$ cat config.mk
export PLATFORM = sky130hd
export DESIGN_NAME = json_string_unescaper
export DESIGN_NICKNAME = d
export VERILOG_FILES = /design/src/hdl/jsu_pkg.sv /design/src/hdl/json_string_unescaper.sv /design/src/hdl/jsu_decode.sv
export SDC_FILE = /design/constraint.sdc
export NUM_CORES = 1
export LEC_CHECK = 0
export ABC_AREA = 0
export BUFFER_PORTS_ARGS = -buffer_cell sky130_fd_sc_hd__clkbuf_2
export CORE_ASPECT_RATIO = 0.5
export CORE_UTILIZATION = 46
export DETAILED_ROUTE_END_ITERATION = 8
export HOLD_SLACK_MARGIN = 0.12
export PLACE_DENSITY = 0.66
export SLEW_MARGIN = 25
export SYNTH_ARGS = -nofsm -noshare
export SYNTH_HDL_FRONTEND = slang
export SYNTH_HIERARCHICAL = 1
export SYNTH_SLANG_ARGS = --single-unit
$ cat constraint.sdc
create_clock -name clock -period 9.9 [get_ports clock]
set_input_delay 1.98 -clock clock [delete_from_list [all_inputs] [get_ports clock]]
set_output_delay 1.98 -clock clock [all_outputs]
set_load 0.05 [all_outputs]
$ cat src/hdl/jsu_pkg.sv
// jsu_pkg: beat types, parser phase and status codes and character helpers
// for the json string unescaper; no dependencies
`timescale 1ns / 1ps

package jsu_pkg;

   localparam int CHAR_BITS = 16;

   // code units are cut to CHAR_BITS and then to the 16-bit field
   localparam logic [15:0] CHAR_MASK =
      (CHAR_BITS >= 16) ? 16'hFFFF : 16'((33'd1 << CHAR_BITS) - 33'd1);

   localparam logic [15:0] CH_QUOTE     = 16'h0022;
   localparam logic [15:0] CH_BACKSLASH = 16'h005C;
   localparam logic [15:0] CH_U         = 16'h0075;
   localparam logic [15:0] CH_B         = 16'h0062;
   localparam logic [15:0] CH_F         = 16'h0066;
   localparam logic [15:0] CH_N         = 16'h006E;
   localparam logic [15:0] CH_R         = 16'h0072;
   localparam logic [15:0] CH_T         = 16'h0074;
   localparam logic [15:0] CH_SPACE     = 16'h0020;

   typedef enum logic [2:0] {
      PH_IDLE = 3'd0,
      PH_LEAD = 3'd1,
      PH_BODY = 3'd2,
      PH_ESC  = 3'd3,
      PH_HEX  = 3'd4
   } phase_type;

   typedef enum logic [1:0] {
      ST_BUSY = 2'd0,
      ST_DONE = 2'd1,
      ST_ERR  = 2'd2,
      ST_IDLE = 2'd3
   } status_type;

   typedef struct packed {
      logic [15:0] ch;
      logic        start_req;
      logic        last;
   } req_type;

   typedef struct packed {
      logic [15:0] out_ch;
      logic        out_valid;
      status_type  status;
   } rsp_type;

   typedef struct packed {
      phase_type   phase;
      logic [1:0]  hex_count;
      logic [15:0] hex_value;
   } parse_state_type;

   function automatic logic is_blank(input logic [15:0] c);
      logic res;
      res = (c == CH_SPACE) || (c inside {[16'h0009:16'h000D]});
      return res;
   endfunction

   // bit 4 flags a valid hex digit, bits 3:0 carry its value
   function automatic logic [4:0] hex_digit(input logic [15:0] c);
      logic [4:0] res;
      res = 5'd0;
      if (c inside {[16'h0030:16'h0039]}) begin
         res = {1'b1, 4'(c - 16'h0030)};
      end else if (c inside {[16'h0061:16'h0066]}) begin
         res = {1'b1, 4'(c - 16'h0061 + 16'd10)};
      end else if (c inside {[16'h0041:16'h0046]}) begin
         res = {1'b1, 4'(c - 16'h0041 + 16'd10)};
      end
      return res;
   endfunction

   function automatic logic [15:0] escape_map(input logic [15:0] c);
      logic [15:0] res;
      case (c)
         CH_B: begin
            res = 16'h0008;
         end
         CH_F: begin
            res = 16'h000C;
         end
         CH_N: begin
            res = 16'h000A;
         end
         CH_R: begin
            res = 16'h000D;
         end
         CH_T: begin
            res = 16'h0009;
         end
         default: begin
            res = c;
         end
      endcase
      return res;
   endfunction

endpackage

$ cat src/hdl/json_string_unescaper.sv
// json_string_unescaper: top level, input register, parser state and
// result register around jsu_decode; depends on jsu_pkg and jsu_decode
//
//   channel | ports                          | beat
//   --------+--------------------------------+---------------------------
//   input   | req_valid req_ready req_item   | one character, start, last
//   result  | rsp_valid rsp_ready rsp_item   | decoded char, valid, status
//
// every input beat gives exactly one result beat, passing through the input register and then the result register
// one beat per cycle sustained while rsp_ready stays high; the parser state is updated as a beat moves
// from the input register into the result register
// synchronous reset puts the parser in idle and empties both registers
// a stalled result holds the result register and, once the input register
// is full too, drops req_ready
`timescale 1ns / 1ps

module json_string_unescaper
   import jsu_pkg::*;
(
   input  logic    clock,
   input  logic    reset,
   input  logic    req_valid,
   output logic    req_ready,
   input  req_type req_item,
   output logic    rsp_valid,
   input  logic    rsp_ready,
   output rsp_type rsp_item
);

   logic            in_valid_ff;
   req_type         in_item_ff;
   logic            out_valid_ff;
   rsp_type         out_item_ff;
   parse_state_type state_ff;
   parse_state_type state_in;
   rsp_type         result_in;
   logic            advance;

   jsu_decode u_decode (
      .cur_state (state_ff),
      .item      (in_item_ff),
      .nxt_state (state_in),
      .result    (result_in)
   );

   // the input beat moves on when the result register is empty or draining
   assign advance   = in_valid_ff && (!out_valid_ff || rsp_ready);
   assign req_ready = !in_valid_ff || advance;

   always_ff @(posedge clock) begin
      if (reset) begin
         in_valid_ff     <= 1'b0;
         out_valid_ff    <= 1'b0;
         state_ff.phase     <= PH_IDLE;
         state_ff.hex_count <= 2'd0;
         state_ff.hex_value <= 16'd0;
      end else begin
         if (req_ready) begin
            in_valid_ff <= req_valid;
         end
         if (advance) begin
            out_valid_ff <= 1'b1;
            state_ff     <= state_in;
         end else if (rsp_ready) begin
            out_valid_ff <= 1'b0;
         end
      end
   end

   always_ff @(posedge clock) begin
      if (req_ready && req_valid) begin
         in_item_ff <= req_item;
      end
      if (advance) begin
         out_item_ff <= result_in;
      end
   end

   assign rsp_valid = out_valid_ff;
   assign rsp_item  = out_item_ff;

`ifndef SYNTHESIS
   // an error beat never carries a character
   assert property (@(posedge clock) disable iff (reset)
      (rsp_valid && rsp_item.status == ST_ERR) |->
         (!rsp_item.out_valid && rsp_item.out_ch == 16'd0))
      else $error("error beat carries a character");

   // an ignored character never produces output
   assert property (@(posedge clock) disable iff (reset)
      (rsp_valid && rsp_item.status == ST_IDLE) |-> !rsp_item.out_valid)
      else $error("idle beat carries a character");

   // a finished or failed string leaves the parser idle
   assert property (@(posedge clock) disable iff (reset)
      (advance && (result_in.status == ST_DONE || result_in.status == ST_ERR)) |=>
         (state_ff.phase == PH_IDLE && state_ff.hex_count == 2'd0))
      else $error("parser not idle after string end");

   // hex digits are only counted while gathering a unicode escape
   assert property (@(posedge clock) disable iff (reset)
      (state_ff.hex_count != 2'd0) |-> (state_ff.phase == PH_HEX))
      else $error("hex count outside unicode escape");
`endif

endmodule

$ cat src/hdl/jsu_decode.sv
// jsu_decode: one-character step of the string parser, giving the next
// parser state and the result beat; depends on jsu_pkg
`timescale 1ns / 1ps

module jsu_decode
   import jsu_pkg::*;
(
   input  parse_state_type cur_state,
   input  req_type         item,
   output parse_state_type nxt_state,
   output rsp_type         result
);

   logic [15:0]     c;
   logic [4:0]      dig;
   logic [15:0]     hex_new;
   logic [15:0]     och;
   logic            vld;
   status_type      st;
   parse_state_type base;
   parse_state_type nxt;

   always_comb begin
      c   = item.ch & CHAR_MASK;
      dig = hex_digit(c);
      och = 16'd0;
      vld = 1'b0;
      st  = ST_BUSY;

      base = cur_state;
      if (item.start_req) begin
         base.phase     = PH_LEAD;
         base.hex_count = 2'd0;
         base.hex_value = 16'd0;
      end
      nxt     = base;
      hex_new = {base.hex_value[11:0], dig[3:0]};

      case (base.phase)
         PH_LEAD: begin
            if (c == CH_QUOTE) begin
               nxt.phase = PH_BODY;
            end else if (!is_blank(c)) begin
               st = ST_ERR;
            end
         end
         PH_BODY: begin
            if (c == CH_QUOTE) begin
               st = ST_DONE;
            end else if (c == CH_BACKSLASH) begin
               nxt.phase = PH_ESC;
            end else begin
               och = c;
               vld = 1'b1;
            end
         end
         PH_ESC: begin
            if (c == CH_U) begin
               nxt.phase     = PH_HEX;
               nxt.hex_count = 2'd0;
               nxt.hex_value = 16'd0;
            end else begin
               och       = escape_map(c);
               vld       = 1'b1;
               nxt.phase = PH_BODY;
            end
         end
         PH_HEX: begin
            if (!dig[4]) begin
               st = ST_ERR;
            end else begin
               nxt.hex_value = hex_new;
               if (base.hex_count == 2'd3) begin
                  och           = hex_new & CHAR_MASK;
                  vld           = 1'b1;
                  nxt.hex_count = 2'd0;
                  nxt.phase     = PH_BODY;
               end else begin
                  nxt.hex_count = base.hex_count + 2'd1;
               end
            end
         end
         default: begin
            // idle: character ignored until the next start request
            st        = ST_IDLE;
            nxt.phase = PH_IDLE;
         end
      endcase

      if (st == ST_BUSY && item.last) begin
         st = ST_ERR;
      end
      if (st == ST_ERR || st == ST_DONE) begin
         nxt.phase     = PH_IDLE;
         nxt.hex_count = 2'd0;
         nxt.hex_value = 16'd0;
      end
      if (st == ST_ERR) begin
         och = 16'd0;
         vld = 1'b0;
      end

      nxt_state        = nxt;
      result.out_ch    = och;
      result.out_valid = vld;
      result.status    = st;
   end

endmodule
==> results.cfg, run 1 <==
[sta]
max_freq_mhz = 218
period_share = 0.464
min_period_ns = 4.59
finalSetupViolCount = 0
finalWorstSetupSlack_ns = 5.31
relSlewSlack = 0.449
hold_violations = 0
rsz0062_at_grt = no
tns_ns = 0
final_max_slew_viol_count = 0
finClkSkew_ns = 0.00630
whs_ns = 0.477
tightest_slew_ns = 0.824

[synth]
synth_area_sq_mm = 0.00318
syn_inst = 297
avgSynthCellArea_sq_um = 10.7
synth_nets = 326
yosysWarnings = 6

[pwr]
leakage_nw = 1.27
powerDensity_mw_per_mm2 = 138
peakVddDrop_mv = 0.0767
total_power_mw = 0.488

[global_routing]
antenna_found_initial = 0
track_usage = 0.196
grt_max_degree = 37
overflow = 0
grt_pass1_wl_um = 10700
grt_pass1_vias = 2126

[layout]
final_common_cell = clkbuf_2
insertedDiodeCount = 0
drive_above_1_share = 0.217
num-nets-final = 355
area_growth_pct = 11.5
layout_common_cells = 42 x clkbuf_2, 39 x nand2b_1, 37 x edfxtp_1

[min_path]
hold-path-cell-count = 2
min_from = state_ff[17]$_SDFFE_PP0P_
min_to = state_ff[17]$_SDFFE_PP0P_
hold_class = reg -> reg

[place]
hpwlAfterDp_um = 4660
io_buffers = 42
place_congestion = 0.864
pre_cts_ws_ns = 5.30

[critical_path]
start_kind = primary input
worstRegToRegCells = 14
r2r-start = in_item_ff[2]$_DFFE_PP_
worstPathRequired_ns = 7.92
reg2reg_slack_ns = 6.03
path_common_cell = clkbuf_2
critical-path-top-delay-family = buffers and inverters
cp.arrival_ns = 2.61
crit_chain = clkbuf_2 > nor2b_4 > nand2_1 > clkbuf_2
crit_path_end_kind = primary output
r2r-end = state_ff[9]$_SDFFE_PP0P_
worst_path_max_delay_cell = clkbuf_2
worstPathBufferInverterCount = 2
crit_fanout = 4
crit_type = in -> out
crit_start = rsp_ready
critPathMaxStageDelay_ns = 0.24

[clock_tree]
ctsHoldBuffers = 0
cts_tree = built
cts_max_level = 2
clockBufferDepth = 2
post_cts_buffers = 0
cts_resized = 0
clk_latency_ns = 0.30
cts_root_buf = clkbuf_16
cts_made_buffers = 5
cts.sinks = 56
cts.clk_slew.worst_paths_ns = 0.07

[drt]
drc_errors = 0
routed-via-count = 2344
wl_per_cell_um = 15.9
drtAntennaViolNets = 0
wl_um = 6590
vias_per_cell = 5.65
drt-initial-drc-count = 124
drt_pass1_iterations = 4

[floorplanning]
start_util = 0.500
dieHeight_um = 60.8
die_x_um = 120
die_area_sq_mm = 0.00727
pin_count = 43
core_sq_mm = 0.00636
rows = 20

[run]
drv_cap = 0

[run_status]
outcome = finished, final reports clean
==> report_power, final <==
part | switching [mW] | total, mW | leakage, nW | internal (mW)
sequential | 0.00790 | 0.264 | 0.524 | 0.256
clock | 0.0864 | 0.182 | 0.0708 | 0.0958
combinational | 0.0257 | 0.0415 | 0.673 | 0.0158
total | 0.120 | 0.488 | 1.27 | 0.368
==> routing by layer <==
metal / vias up / global-route usage / part of all wire
li1: 1150 / - / -
met1: 1125 / 0.270 / 0.50
met2: 62 / 0.317 / 0.43
met3: 7 / 0.0470 / 0.055
met4: 0 / 0.0482 / 0.0091
met5: - / 0 / 0
==> worst reg2reg max path: stages (launching register included) <==
cell and delay [ns]:
edfxtp_1 0.50, inv_1 0.19, ha_1 0.20, nand3b_1 0.13, or4_4 0.45, or2_1 0.24
a211o_1 0.31, a21oi_2 0.18, inv_2 0.04, ha_1 0.37, nand2_1 0.14, nor2_1 0.59
a22o_1 0.25, nand2b_1 0.05, mux2i_1 0.14
==> final cells by class <==
class                      instances  area, sq um
inverter                           8         30.0
timing repair buffer              43          238
fill                             554         2810
clock inverter                     3         25.0
multi-input combinational        212         1530
sequential                        56         1490
tap                               88          110
clock buffer                       5          125
==> worst max path at each step <==
stage | end | slack, ns | cells after the start
after floorplan | req_ready | 5.51 | 2
after global placement | req_ready | 5.36 | 4
after detailed placement | req_ready | 5.30 | 4
after CTS | req_ready | 5.30 | 4
after global routing | req_ready | 5.26 | 4
final | req_ready | 5.31 | 4
==> per-stage QoR <==
stage / utilization / area [sq um] / cells
after floorplan: - / 3180 / 297
after global placement: 0.529 / 3360 / 406
after detailed placement: 0.534 / 3400 / 407
after CTS: 0.558 / 3550 / 415
after global routing: 0.558 / 3550 / 415
final: 0.558 / 3550 / 415
==> flip-flops by register name (all words and copies together), names as in the netlist <==
signal,count
state_ff,17
in_item_ff,18
rsp_item,19
rsp_valid,1
in_valid_ff,1
No activity file was read; power rests on OpenSTA's default activity.
==> inputs of run 2 (changes only) <==
ABC_AREA = 1   (was 0)
PLACE_DENSITY = 0.65   (was 0.66)
clock period = 4.5 ns   (was 9.9 ns; I/O delays follow)
==> run 2 against run 1 <==
Effect of this change: the flow now finishes with violations (DRC); sequential share of layout area down 2.9 points; non-clock buffer count unchanged; count of clock-buffer cells in the layout up 1; critical path type is now reg -> reg; largest power group unchanged.
==> results.cfg, run 2 <==
[run_status]
outcome = finished with violations
violations = DRC

[floorplanning]
die_x_um = 125
die_area_sq_mm = 0.00799
pin_count = 43
rows = 22
core_sq_mm = 0.00735
dieHeight_um = 63.7
start_util = 0.477

[drt]
routed-via-count = 3068
wl_um = 8320
drc_errors = 3
drt-initial-drc-count = 269
drt_pass1_iterations = 7
wl_per_cell_um = 13.7
drtAntennaViolNets = 0
vias_per_cell = 5.07

[clock_tree]
ctsHoldBuffers = 0
cts_max_level = 2
clockBufferDepth = 2
post_cts_buffers = 0
cts.clk_slew.worst_paths_ns = 0.07
clk_latency_ns = 0.30
cts_tree = built
cts_made_buffers = 5
cts.sinks = 56
cts_root_buf = clkbuf_16
cts_resized = 0

[layout]
regArea_sq_mm = 0.00149
num-nets-final = 537
final_common_cell = nand2_1
drive_above_1_share = 0.141
area_growth_pct = 8.61
insertedDiodeCount = 0
fillers = 729
multi_input_area_sq_mm = 0.00152
layout_common_cells = 136 x nand2_1, 76 x inv_1, 50 x nor2_1
largest_register_ffs = 19

[global_routing]
antenna_found_initial = 0
grt_pass1_wl_um = 13200
grt_pass1_vias = 2656
track_usage = 0.218
grt_max_degree = 37
overflow = 0

[min_path]
hold_class = reg -> reg

[sta]
rsz0062_at_grt = no
min_period_ns = 2.97
period_share = 0.660
finalWorstSetupSlack_ns = 1.53
final_max_slew_viol_count = 0
tightest_slew_ns = 0.876
hold_violations = 0
relSlewSlack = 0.416
finalSetupViolCount = 0
max_freq_mhz = 337
finClkSkew_ns = 0.00451
tns_ns = 0

[synth]
synth_area_sq_mm = 0.00350
synth_nets = 511
syn_inst = 482
avgSynthCellArea_sq_um = 7.27
yosysWarnings = 6

[pwr]
powerDensity_mw_per_mm2 = 314
total_power_mw = 1.19
peakVddDrop_mv = 0.162
leakage_nw = 1.77

[run]
drv_cap = 0

[critical_path]
crit_fanout = 12
crit_type = reg -> reg
crit_path_end_kind = flip-flop
start_kind = flip-flop
cp.arrival_ns = 3.21
worstPathRequired_ns = 4.74

[place]
pre_cts_ws_ns = 1.58
place_congestion = 0.952
io_buffers = 42
hpwlAfterDp_um = 6020
run 2: cell count changes in the layout (fill, tap and decap cells not counted), moves of 4 or more:
cell / change
inv_1: +69
nand2b_1: -39
nand4_1: +8
mux2i_1: -18
nor2_1: +31
a21oi_1: +26
a22o_1: -18
nand2_2: +5
nand3_1: +40
nand2_1: +120
o21ai_0: -5
inv_2: +5
o21ai_1: +4
run 2: path summary, 6_finish.rpt:
kind / start / end / slack (ns) / depth (start not counted)
worst max register to register: in_item_ff[1]$_DFFE_PP_ / state_ff[19]$_SDFFE_PP0P_ / 1.53 / 13
worst max-delay path: in_item_ff[1]$_DFFE_PP_ / state_ff[19]$_SDFFE_PP0P_ / 1.53 / 13
worst min-delay path: state_ff[11]$_SDFFE_PP0P_ / state_ff[11]$_SDFFE_PP0P_ / 0.48 / 2
worst min register to register: state_ff[11]$_SDFFE_PP0P_ / state_ff[11]$_SDFFE_PP0P_ / 0.48 / 2
run 2: worst max-delay path: stages, from the launching register on:
cell and delay [ns]:
edfxtp_1 0.53, inv_2 0.24, nand3_1 0.17, nor2_1 0.34, inv_1 0.09, o21ai_0 0.17, nand4_1 0.16, ha_1 0.55
inv_1 0.20, a31oi_1 0.18, inv_1 0.06, nand3_1 0.07, nand2_1 0.05, nor2_1 0.09
run 2: layout make-up:
cell class / instances / area share
Clock inverter: 2 / 0.00362
Tap cell: 96 / 0.0316
Multi-Input combinational cell: 320 / 0.398
Inverter: 82 / 0.0809
Sequential cell: 56 / 0.392
Clock buffer: 6 / 0.0365
Timing Repair Buffer: 43 / 0.0572
run 2: routing by layer:
metal,up-vias,global-route usage,routed length [um],part of all wire
met5,-,0,0,0
met1,1374,0.319,4290,0.52
li1,1578,-,-,-
met2,107,0.309,3310,0.40
met4,0,0.0503,78,0.0094
met3,9,0.0680,635,0.076
run 2: per-stage QoR:
stage | util | cells | area (sq um) | hold slack (ns)
6_report | 0.518 | 605 | 3800 | 0.483
3_3_place_gp | 0.496 | 597 | 3640 | 0.462
4_1_cts | 0.518 | 605 | 3800 | 0.492
5_1_grt | 0.518 | 605 | 3800 | 0.514
2_1_floorplan | - | 482 | 3500 | 0.452
3_5_place_dp | 0.497 | 597 | 3650 | 0.472
run 2: where the power goes:
| group | leakage, nW | switching (mW) | internal, mW | total [mW] |
|---|---|---|---|---|
| Clock | 0.0772 | 0.192 | 0.223 | 0.415 |
| Sequential | 0.505 | 0.0217 | 0.579 | 0.601 |
| Combinational | 1.19 | 0.130 | 0.0493 | 0.179 |
| Total | 1.77 | 0.343 | 0.852 | 1.19 |
